File: src/design/rcrg_pkg.sv
// shared types, constants and op codes of the replay guard
package rcrg_pkg;

	localparam int TABLE_SLOTS = 16;
	localparam int MAC_DEPTH   = 8;
	localparam int ID_BYTES    = 3;
	localparam int MAC_BYTES   = 6;

	localparam int OP_W    = 3;
	localparam int NODE_W  = 24;
	localparam int SEQ_W   = 16;
	localparam int STAMP_W = 32;
	localparam int MAC_W   = 48;
	localparam int TRACK_W = 5;
	localparam int REJ_W   = 32;

	localparam int SLOT_W     = (TABLE_SLOTS > 1) ? $clog2(TABLE_SLOTS) : 1;
	localparam int MAC_AW     = (MAC_DEPTH > 1) ? $clog2(MAC_DEPTH) : 1;
	localparam int MAC_CNT_W  = $clog2(MAC_DEPTH + 1);
	localparam int CNT_W      = $clog2(TABLE_SLOTS + 1);
	localparam int RING_DEPTH = TABLE_SLOTS * MAC_DEPTH;
	localparam int RING_AW    = (RING_DEPTH > 1) ? $clog2(RING_DEPTH) : 1;

	localparam logic [NODE_W-1:0] NODE_MASK = (ID_BYTES >= 3) ? {NODE_W{1'b1}} :
		NODE_W'((64'd1 << (8 * ID_BYTES)) - 64'd1);
	localparam logic [MAC_W-1:0] MAC_MASK = (MAC_BYTES >= 6) ? {MAC_W{1'b1}} :
		MAC_W'((64'd1 << (8 * MAC_BYTES)) - 64'd1);

	localparam logic [SEQ_W-1:0] WINDOW_RST = 16'd32;

	typedef enum logic [OP_W-1:0] {
		OP_SEQ    = 3'd0,
		OP_MAC    = 3'd1,
		OP_PRIME  = 3'd2,
		OP_FORGET = 3'd3,
		OP_CHECK  = 3'd4,
		OP_CLEAR  = 3'd5
	} op_t;

	typedef struct packed {
		logic [NODE_W-1:0]    node;
		logic [SEQ_W-1:0]     seq;
		logic [STAMP_W-1:0]   stamp;
		logic [MAC_AW-1:0]    wpos;
		logic [MAC_CNT_W-1:0] fill;
	} slot_ent_t;

	typedef struct packed {
		logic              en;
		logic [SLOT_W-1:0] addr;
		slot_ent_t         data;
	} slot_wr_t;

	typedef struct packed {
		logic               en;
		logic [RING_AW-1:0] addr;
		logic [MAC_W-1:0]   data;
	} ring_wr_t;

endpackage

File: src/design/rcrg_slot_mem.sv
// node table memory: one entry per slot, registered read
module rcrg_slot_mem (
	input  logic                             clk,
	input  logic [rcrg_pkg::SLOT_W-1:0]      rd_addr,
	input  rcrg_pkg::slot_wr_t               wr,
	output rcrg_pkg::slot_ent_t              rd_data
);

	rcrg_pkg::slot_ent_t mem [rcrg_pkg::TABLE_SLOTS];

	always_ff @(posedge clk) begin
		if (wr.en) begin
			mem[wr.addr] <= wr.data;
		end
		rd_data <= mem[rd_addr];
	end

endmodule

File: config.mk
export PLATFORM = sky130hd
export DESIGN_NAME = rcrg_slot_mem
export DESIGN_NICKNAME = d
export VERILOG_FILES = /design/src/design/rcrg_pkg.sv /design/src/design/rcrg_slot_mem.sv
export SDC_FILE = /design/constraint.sdc
export NUM_CORES = 1
export LEC_CHECK = 0
export BUFFER_PORTS_ARGS = -buffer_cell sky130_fd_sc_hd__clkbuf_2
export CAP_MARGIN = 20
export CELL_PAD_IN_SITES_DETAIL_PLACEMENT = 0
export CELL_PAD_IN_SITES_GLOBAL_PLACEMENT = 1
export CORE_MARGIN = 5
export CORE_UTILIZATION = 55
export CTS_CLUSTER_SIZE = 24
export DETAILED_ROUTE_END_ITERATION = 8
export PLACE_DENSITY = 0.78
export SYNTH_ARGS = -nofsm -noshare
export SYNTH_HDL_FRONTEND = slang
export SYNTH_SLANG_ARGS = --single-unit
File: constraint.sdc
create_clock -name clk -period 10.6 [get_ports clk]
set_clock_uncertainty 0.05 [all_clocks]
set_input_delay 0 -clock clk [delete_from_list [all_inputs] [get_ports clk]]
set_output_delay 0 -clock clk [all_outputs]
set_load 0.005 [all_outputs]
After elaboration in Yosys (flattened, before gate mapping) --
Memories as Yosys holds them, arrays and structs flattened. A register that Yosys moved wholly into a read port is not among the register bits. Index checks and enable logic that the tools add are counted.
Storage, ports and cells: memories kept 1, bits in registers 0, logic and storage cells 3, output and inout bits 79, bits in writable memories 1264, input port bits 89
Cells by class: muxes and demuxes 2
Memory list:
- mem | words 16, width 79, rd ports 1, clocked after Yosys merged registers in 1, write ports 1, RTL line rcrg_slot_mem.sv:9 | rcrg_pkg::slot_ent_t mem [rcrg_pkg::TABLE_SLOTS];
Operators with widths (count):
- $mux 1 | 2

Depth between registers and ports, before layout --
Gate-level depths: netlist (run 1).
word-level depth 2, mapped depth 6, mapped depth without buffers 3

Least setup slack after synthesis (run 1) --
No wires, ideal clock.
path kind input to register, from input wr[81] (netlist bit), to memory mem[0][0] (netlist bit), enable pin, setup time 614 ps, path buffers 0, data required time 9936 ps, slack 4141 ps, stages 2, arrival 5795 ps, path through or3b_1 -> nor3_1
RTL lines:
- start, declared | RTL line rcrg_slot_mem.sv:5 | input rcrg_pkg::slot_wr_t wr,
- end, declared | RTL line rcrg_slot_mem.sv:9
No word-level cell before the write port.

==> results.rst, run 1 <==
.. list-table::
   :header-rows: 1

   * - Metric
     - Value
   * - Status
     - finished, final reports clean
   * - Final routed DRC violation total
     - 0
   * - Main combinational cell family by area after synthesis
     - multiplexers
   * - Setup repair after global routing missed its margin
     - false
   * - Distinct cell type count of the synthesized netlist
     - 18
   * - Total overflow reported by the global router
     - 0
   * - Worst relative slew slack
     - approximately a quarter
   * - Fraction of synthesized area in multiplexers
     - between 10% and 20%
   * - Portion of the post-synthesis area used by sequential elements
     - between 80% and 90%
   * - Hold path cells
     - 4
   * - Synth Area in Compound Gates
     - under 10%
   * - Number of buffers added for setup after CTS
     - 0
   * - Simple-gate share of the synthesized area
     - less than 1%
   * - Proportion of layout cells with a drive suffix above 1
     - 30.1%
   * - Count of cell instances traversed by the critical path
     - 6
   * - Clk buf depth
     - 3
   * - Depth of the most critical reg-to-reg path
     - 3
   * - Clk sinks
     - 1343
   * - Post_cts resized
     - 0
   * - Clock root cell
     - clkbuf_16
   * - Critical path data arrival time
     - between 3 and 4 ns
   * - Syn Area/Cell
     - between 20 and 25 um^2
   * - Most numerous cell on the critical path
     - buf_4
   * - Num CTS Buffers
     - approximately 130
   * - Clock tree from TritonCTS
     - yes
   * - Vertical extent of the die
     - between 300 and 400 um
   * - Global-route wire length before repair
     - ~160 mm
   * - Hpwl dp
     - 51.0 mm
   * - Slew at the pin closest to its max-slew limit
     - 1.14 ns
   * - Total Routing Usage GR
     - a little under a quarter
   * - Die width
     - slightly above 300 um
   * - Floorplan Core Area
     - between 0.08 and 0.09 mm^2
   * - Number of antenna violations at the first check in global routing
     - 10
   * - Number of vias per cell after detailed routing
     - between 6 and 7
   * - Worst EP required
     - ~11 ns
   * - Number of nets in the layout
     - approximately 2400
   * - Path type of the worst setup path
     - in -> reg
   * - Crit path cell chain
     - buf_8 -> buf_4 -> buf_4 -> mux4_2 -> a22oi_1 -> nand2_1
   * - Xor and xnor area share after synthesis
     - 0%
   * - Clock slew at reported path FFs
     - about 0.06 ns
   * - Type of element launching the critical path
     - input pin
   * - Number of buffer and inverter instances along the worst setup path
     - 3
   * - Port buffer count
     - 167
   * - Post-route minimum period
     - 3.03 ns
   * - Layout overhead on the synthesized area
     - 14.7%
   * - Setup crit end kind
     - register
   * - Final GP Congestion
     - 0.703
   * - Number of warning messages in the yosys log
     - 0
   * - PwrDens
     - between 150 and 200 mW/mm^2
   * - Total detailed-routing wirelength
     - about 110 mm
   * - IR drop worst, VDD
     - approximately 160 uV
   * - Die Outline Area
     - between 0.09 and 0.1 mm^2
   * - Total of hold buffers inserted after clock tree synthesis
     - 79
   * - Max Clk Rate
     - 330 MHz
   * - Number of top-level design ports
     - roughly 170
   * - Cell area after layout
     - ~0.056 mm^2
   * - Worst-Skew Late Latency
     - 0.71 ns
   * - Via count of the first global-routing pass
     - 23690
   * - Crit Path Max Fanout
     - between 100 and 150
   * - H-tree Lvls
     - 4
   * - Adder and majority gate portion of the synthesized area
     - 0%
   * - First-pass detailed-route iteration total
     - 8
   * - Max-capacitance violation count
     - 0
   * - Number of hold violations in the final report
     - 0
   * - Vias post-DR
     - 22555
   * - Critical Path Max Stage Delay
     - 0.98 ns
   * - Largest net degree at the start of global routing
     - 114
   * - Number of routed nets with antenna violations
     - 0
   * - Cell area after technology mapping
     - 0.0489 mm^2
   * - Per-cell routed wire length
     - around 30 um
   * - CP top delay family
     - buffers and inverters
   * - Initial DRC Count
     - 2643
   * - Sum of negative setup slack
     - 0 ns
   * - Final setup viols
     - 0
   * - Final slew viol count
     - 0
   * - Share of the cycle needed by the critical path after routing
     - approximately 29%
   * - Register bit count reported by yosys
     - 1343
   * - Cell count after synthesis
     - just over 2000
   * - Net Count, Synth
     - about 2100
   * - Hold Worst Slack
     - approximately 0.0047 ns
   * - Reported leakage power
     - ~18 nW
   * - CP max stage cell
     - buf_4
   * - Min-Delay Path Class
     - in -> reg
   * - Area post-placement
     - between 0.05 and 0.06 mm^2
   * - Effective utilization at floorplan
     - a little under three fifths
   * - Standard-cell row count
     - between 100 and 150
[area by class of cell]
cell class | instances | area, um^2
clock inverters | 54 | 498
fillers | 5618 | 32200
well taps | 1165 | 1460
repair buffers | 294 | 2010
multi-input cells | 580 | 8870
diodes | 5 | 12.5
clock buffers | 182 | 3710
flip-flops and latches | 1343 | 39500
[power by group]
| group | internal [mW] | switching [mW] |
|---|---|---|
| Combinational | 0.221 | 0.293 |
| Sequential | 5.94 | 0.0483 |
| Clock | 2.64 | 1.86 |
[worst paths after layout]
path | from | to | slack, ns
setup / recovery | rd_addr[1] | rd_data[30] | 7.57
hold / removal | rd_addr[1] | rd_data[21] | 0.005
setup reg to reg | mem[7][47] | rd_data[47] | 9.19
hold reg to reg | mem[12][21] | rd_data[21] | 0.61
[worst register-to-register path: stages (launching register included)]
cell,delay (ns)
edfxtp_1,0.43
mux4_2,0.54
a22oi_1,0.18
nand2_1,0.09
[cells in the mapped netlist]
| cell type | number | area share (%) |
|---|---|---|
| edfxtp_1 | 1264 | 78 |
| mux4_2 | 316 | 15 |
| a22oi_1 | 158 | 2.4 |
| nand2_1 | 80 | 0.61 |
| dfxtp_1 | 79 | 3.2 |
| clkbuf_1 | 43 | 0.33 |
| buf_2 | 27 | 0.28 |
| buf_6 | 20 | 0.46 |
| nor2_1 | 13 | 0.10 |
| buf_4 | 9 | 0.14 |
| buf_1 | 6 | 0.046 |
| nor3_1 | 4 | 0.041 |
| nand2b_1 | 2 | 0.026 |
| nand3b_1 | 2 | 0.031 |
| nor2b_1 | 2 | 0.026 |
| and2_1 | 1 | 0.013 |
| nand3_1 | 1 | 0.010 |
| or3b_1 | 1 | 0.018 |
[per-stage QoR]
stage / std cells / util [%] / power (mW) / setup WS (ns)
finish: 3623 / 63.6 / 11.0 / 7.57
global route: 3620 / 63.6 / 11.4 / 7.43
CTS: 3618 / 63.5 / 11.1 / 7.57
global placement: 3303 / 57.9 / 6.57 / 6.87
floorplan: 2028 / - / 6.37 / 4.14
detailed placement: 3303 / 57.9 / 6.59 / 6.81
[layer usage]
layer  wire length (um)  share of wire [%]  vias up  track usage (%)
met2              53400                 50      991             37.1
met4               1990                1.9        8             5.71
li1                   -                  -     9349                -
met3               8530                8.0      139             4.55
met1              42500                 40    12068             32.6
met5                 46              0.043        -                0
[flip-flops by register name, indices dropped and copies added (netlist names)]
name,flops
mem,1264
rd_data,79
[kinds of logic after synthesis]
logic type             after synthesis
DFF                               1343
muxes                              316
AOI/OAI and AO/OA                  158
and+or+nand+nor                    106
buffers and inverters              105
[cell usage in the layout, fill, tap and decap left out]
cell / Yosys / layout
a22oi_1: 158 / 158
and2_4: 0 / 1
buf_4: 9 / 48
buf_8: 0 / 2
bufinv_16: 0 / 8
clkbuf_1: 43 / 33
clkbuf_16: 0 / 136
clkbuf_2: 0 / 165
clkbuf_8: 0 / 13
clkinv_1: 0 / 16
clkinv_2: 0 / 18
clkinv_4: 0 / 3
clkinv_8: 0 / 1
clkinvlp_4: 0 / 4
dfxtp_1: 79 / 79
diode_2: 0 / 5
dlygate4sd3_1: 0 / 79
edfxtp_1: 1264 / 1264
inv_6: 0 / 4
mux4_2: 316 / 316
nand2_1: 80 / 80
nand2b_1: 2 / 2
nand3_1: 1 / 1
nand3b_1: 2 / 2
nor2_4: 0 / 13
nor2b_4: 0 / 2
nor3_2: 0 / 4
or3b_1: 1 / 1
Note: power is estimated with default switching activity, not from simulation.
==> run 2, diff against run 1 <==
--- a/config.mk
+++ b/config.mk
@@ -10,10 +10,10 @@
 export CELL_PAD_IN_SITES_DETAIL_PLACEMENT = 0
 export CELL_PAD_IN_SITES_GLOBAL_PLACEMENT = 1
 export CORE_MARGIN = 5
-export CORE_UTILIZATION = 55
+export CORE_UTILIZATION = 50
 export CTS_CLUSTER_SIZE = 24
 export DETAILED_ROUTE_END_ITERATION = 8
-export PLACE_DENSITY = 0.78
+export PLACE_DENSITY = 0.75
 export SYNTH_ARGS = -nofsm -noshare
 export SYNTH_HDL_FRONTEND = slang
 export SYNTH_SLANG_ARGS = --single-unit
==> constraint.sdc (replaced) <==
create_clock -name clk -period 2.6 [get_ports clk]
set_clock_uncertainty 0.05 [all_clocks]
set_input_delay 0 -clock clk [delete_from_list [all_inputs] [get_ports clk]]
set_output_delay 0 -clock clk [all_outputs]
set_load 0.005 [all_outputs]
==> run 2 against run 1 <==
Against the previous run: sequential share of layout area shrank 1.6 points; die area is 9.7% higher; cell count is 4.7% higher; register-to-register slack got worse by 8.9 ns; global-route usage is 2.4 points lower; hold slack improved by 0.17 ns; largest cell class unchanged; largest power group unchanged.
==> results.rst, run 2 (synthesis results as in run 1) <==
.. list-table::
   :header-rows: 1

   * - Metric
     - Value
   * - Status
     - finished, final reports clean
   * - Final GP Congestion
     - just over 0.7
   * - Post_cts resized
     - 0
   * - Placed cell count
     - 3448
   * - Layout overhead on the synthesized area
     - 17.4%
   * - Floorplan Core Area
     - between 0.09 and 0.1 mm^2
   * - Share of the cycle needed by the critical path after routing
     - between 90% and 100%
   * - Number of nets in the layout
     - roughly 2500
   * - Hpwl dp
     - roughly 54 mm
   * - Initial DRC Count
     - between 2000 and 2500
   * - Per-cell routed wire length
     - 27.7 um
   * - Worst relative slew slack
     - a little over two fifths
   * - Met2 global-route usage
     - between 30% and 40%
   * - Final setup viols
     - 0
   * - Setup crit start
     - mem[7][26]
   * - Setup crit end kind
     - register
   * - Type of element launching the critical path
     - register
   * - Crit Path Max Fanout
     - 1
   * - Number of vias per cell after detailed routing
     - 5.89
   * - Total internal power
     - 35.9 mW
   * - Die width
     - between 300 and 400 um
   * - Max-capacitance violation count
     - 0
   * - CP top delay family
     - buffers and inverters
   * - Number of antenna violations at the first check in global routing
     - 9
   * - Standard-cell row count
     - between 100 and 150
   * - Worst reg2reg path startpoint
     - mem[7][26]
   * - Most Crowded Layer GR
     - met2
   * - Vias post-DR
     - between 20000 and 25000
   * - Final routed DRC violation total
     - 0
   * - Non-filler instance count after layout
     - roughly 3800
   * - Cell area after layout
     - 0.0574 mm^2
   * - Total Routing Usage GR
     - between 20 and 25%
   * - Largest net degree at the start of global routing
     - 80
   * - H-tree Lvls
     - 4
   * - PwrDens
     - between 700 and 800 mW/mm^2
   * - First-pass detailed-route iteration total
     - 5
   * - Clock network power share
     - 41.1%
   * - Number of top-level design ports
     - approximately 170
   * - Total overflow reported by the global router
     - 0
   * - Number of hold violations in the final report
     - 0
   * - Fraction of met3 tracks used by global routing
     - approximately 4%
   * - CP max stage cell
     - dlygate4sd3_1
   * - Switching share of total power
     - between 20% and 30%
   * - FILL cells
     - 6659
   * - Worst-Skew Late Latency
     - 0.72 ns
   * - Min-Delay Path Class
     - in -> reg
   * - Register share of total power
     - approximately 54%
   * - Most frequent standard cell in the layout excluding fill and tap cells
     - edfxtp_1
   * - Crit path cell chain
     - mux4_2 -> dlygate4sd3_1 -> a22oi_1 -> dlygate4sd3_1 -> nand2_1
   * - Global-route met1 utilization
     - roughly 28%
   * - Clk buf depth
     - 3
   * - Worst EP required
     - roughly 3.1 ns
   * - HP Start
     - wr[12]
   * - Path type of the worst setup path
     - reg -> reg
   * - Number of routed nets with antenna violations
     - 0
   * - Max Clk Rate
     - 427 MHz
   * - Die Outline Area
     - approximately 0.10 mm^2
   * - NetSw
     - ~9.3 mW
   * - Reported leakage power
     - 18.6 nW
   * - Final slew viol count
     - 0
   * - Via count of the first global-routing pass
     - between 20000 and 25000
   * - Critical Path Max Stage Delay
     - between 0.5 and 0.6 ns
   * - Commonest non-fill, non-tap cells in the layout
     - 1264 x edfxtp_1, 316 x mux4_2, 165 x clkbuf_2
   * - Num CTS Buffers
     - 133
   * - Effective utilization at floorplan
     - 50.5%
   * - Post-route minimum period
     - 2.34 ns
   * - Register with the most flip-flops
     - mem
   * - Proportion of layout cells with a drive suffix above 1
     - a little under a third
   * - Global-route wire length before repair
     - approximately 160 mm
   * - Clock root cell
     - clkbuf_16
   * - Clk sinks
     - 1343
   * - Area post-placement
     - 0.0522 mm^2
   * - IR drop worst, VDD
     - between 700 and 800 uV
   * - Total power after layout
     - around 45 mW
   * - Gate power share
     - under 10%
   * - Clock slew at reported path FFs
     - around 0.06 ns
   * - Critical path data arrival time
     - 2.88 ns
   * - Number of buffer and inverter instances along the worst setup path
     - 2
   * - Setup repair after global routing missed its margin
     - false
   * - Vertical extent of the die
     - 323 um
   * - Most numerous cell on the critical path
     - dlygate4sd3_1
   * - Total detailed-routing wirelength
     - approximately 100 mm
   * - Sum of negative setup slack
     - 0 ns
   * - Registers with the most flip-flops
     - mem: 1264 flops, rd_data: 79 flops
   * - Flip-flop count of the largest register, all copies and words added
     - about 1300
   * - Clock tree from TritonCTS
     - yes
   * - Port buffer count
     - roughly 170
   * - Slew at the pin closest to its max-slew limit
     - between 0.8 and 0.9 ns
==> run 2: metal layers <==
layer / wire (um) / share of wire [%] / vias up
met5: 27 / 0.026 / -
met4: 1710 / 1.6 / 4
met3: 7410 / 7.1 / 137
met2: 53800 / 51 / 846
met1: 42000 / 40 / 11902
li1: - / - / 9480
==> run 2: worst register-to-register path, cell delays in order, from the launching register on <==
cell and delay, ns:
edfxtp_1 0.36, mux4_2 0.47, dlygate4sd3_1 0.58, a22oi_1 0.13, dlygate4sd3_1 0.57, nand2_1 0.05
==> run 2: path summary, 6_finish.rpt <==
check,slack [ns],cells past startpoint,to
worst max-delay path,0.26,5,rd_data[26]
worst min-delay path,0.17,2,mem[4][12]
worst max register to register,0.26,5,rd_data[26]
worst min register to register,0.62,3,rd_data[15]
==> run 2: cell type report <==
class / count / area [um^2] / share of cell area (%)
clock inverters: 44 / 473 / 0.824
flip-flops and latches: 1343 / 39500 / 68.9
multi-input cells: 580 / 8900 / 15.5
well taps: 1276 / 1600 / 2.78
clock buffers: 201 / 3820 / 6.65
repair buffers: 342 / 3050 / 5.32
diodes: 9 / 22.5 / 0.0392
==> run 2: stage by stage <==
stage               setup WS (ns)  hold slack (ns)  util (%)
floorplan                  -0.376           0.0489         -
global placement            0.629            0.315      53.9
detailed placement          0.617            0.325      53.9
CTS                         0.279            0.116      59.2
global route                0.190            0.162      59.3
finish                      0.257            0.173      59.3
==> run 2: power by group through the flow <==
stage | logic [mW] | registers [mW] | clock network (mW)
final | 2.23 | 24.4 | 18.5
after global routing | 2.40 | 24.4 | 19.9
after CTS | 2.27 | 24.4 | 18.9
after detailed placement | 2.14 | 24.9 | 0
after global placement | 2.08 | 24.8 | 0
after floorplan | 1.17 | 24.8 | 0
==> run 2: what timing repair did <==
action,in CTS,in global routing
hold endpoints to repair,1405,0
hold buffers,93,0
buffers inserted,0,0
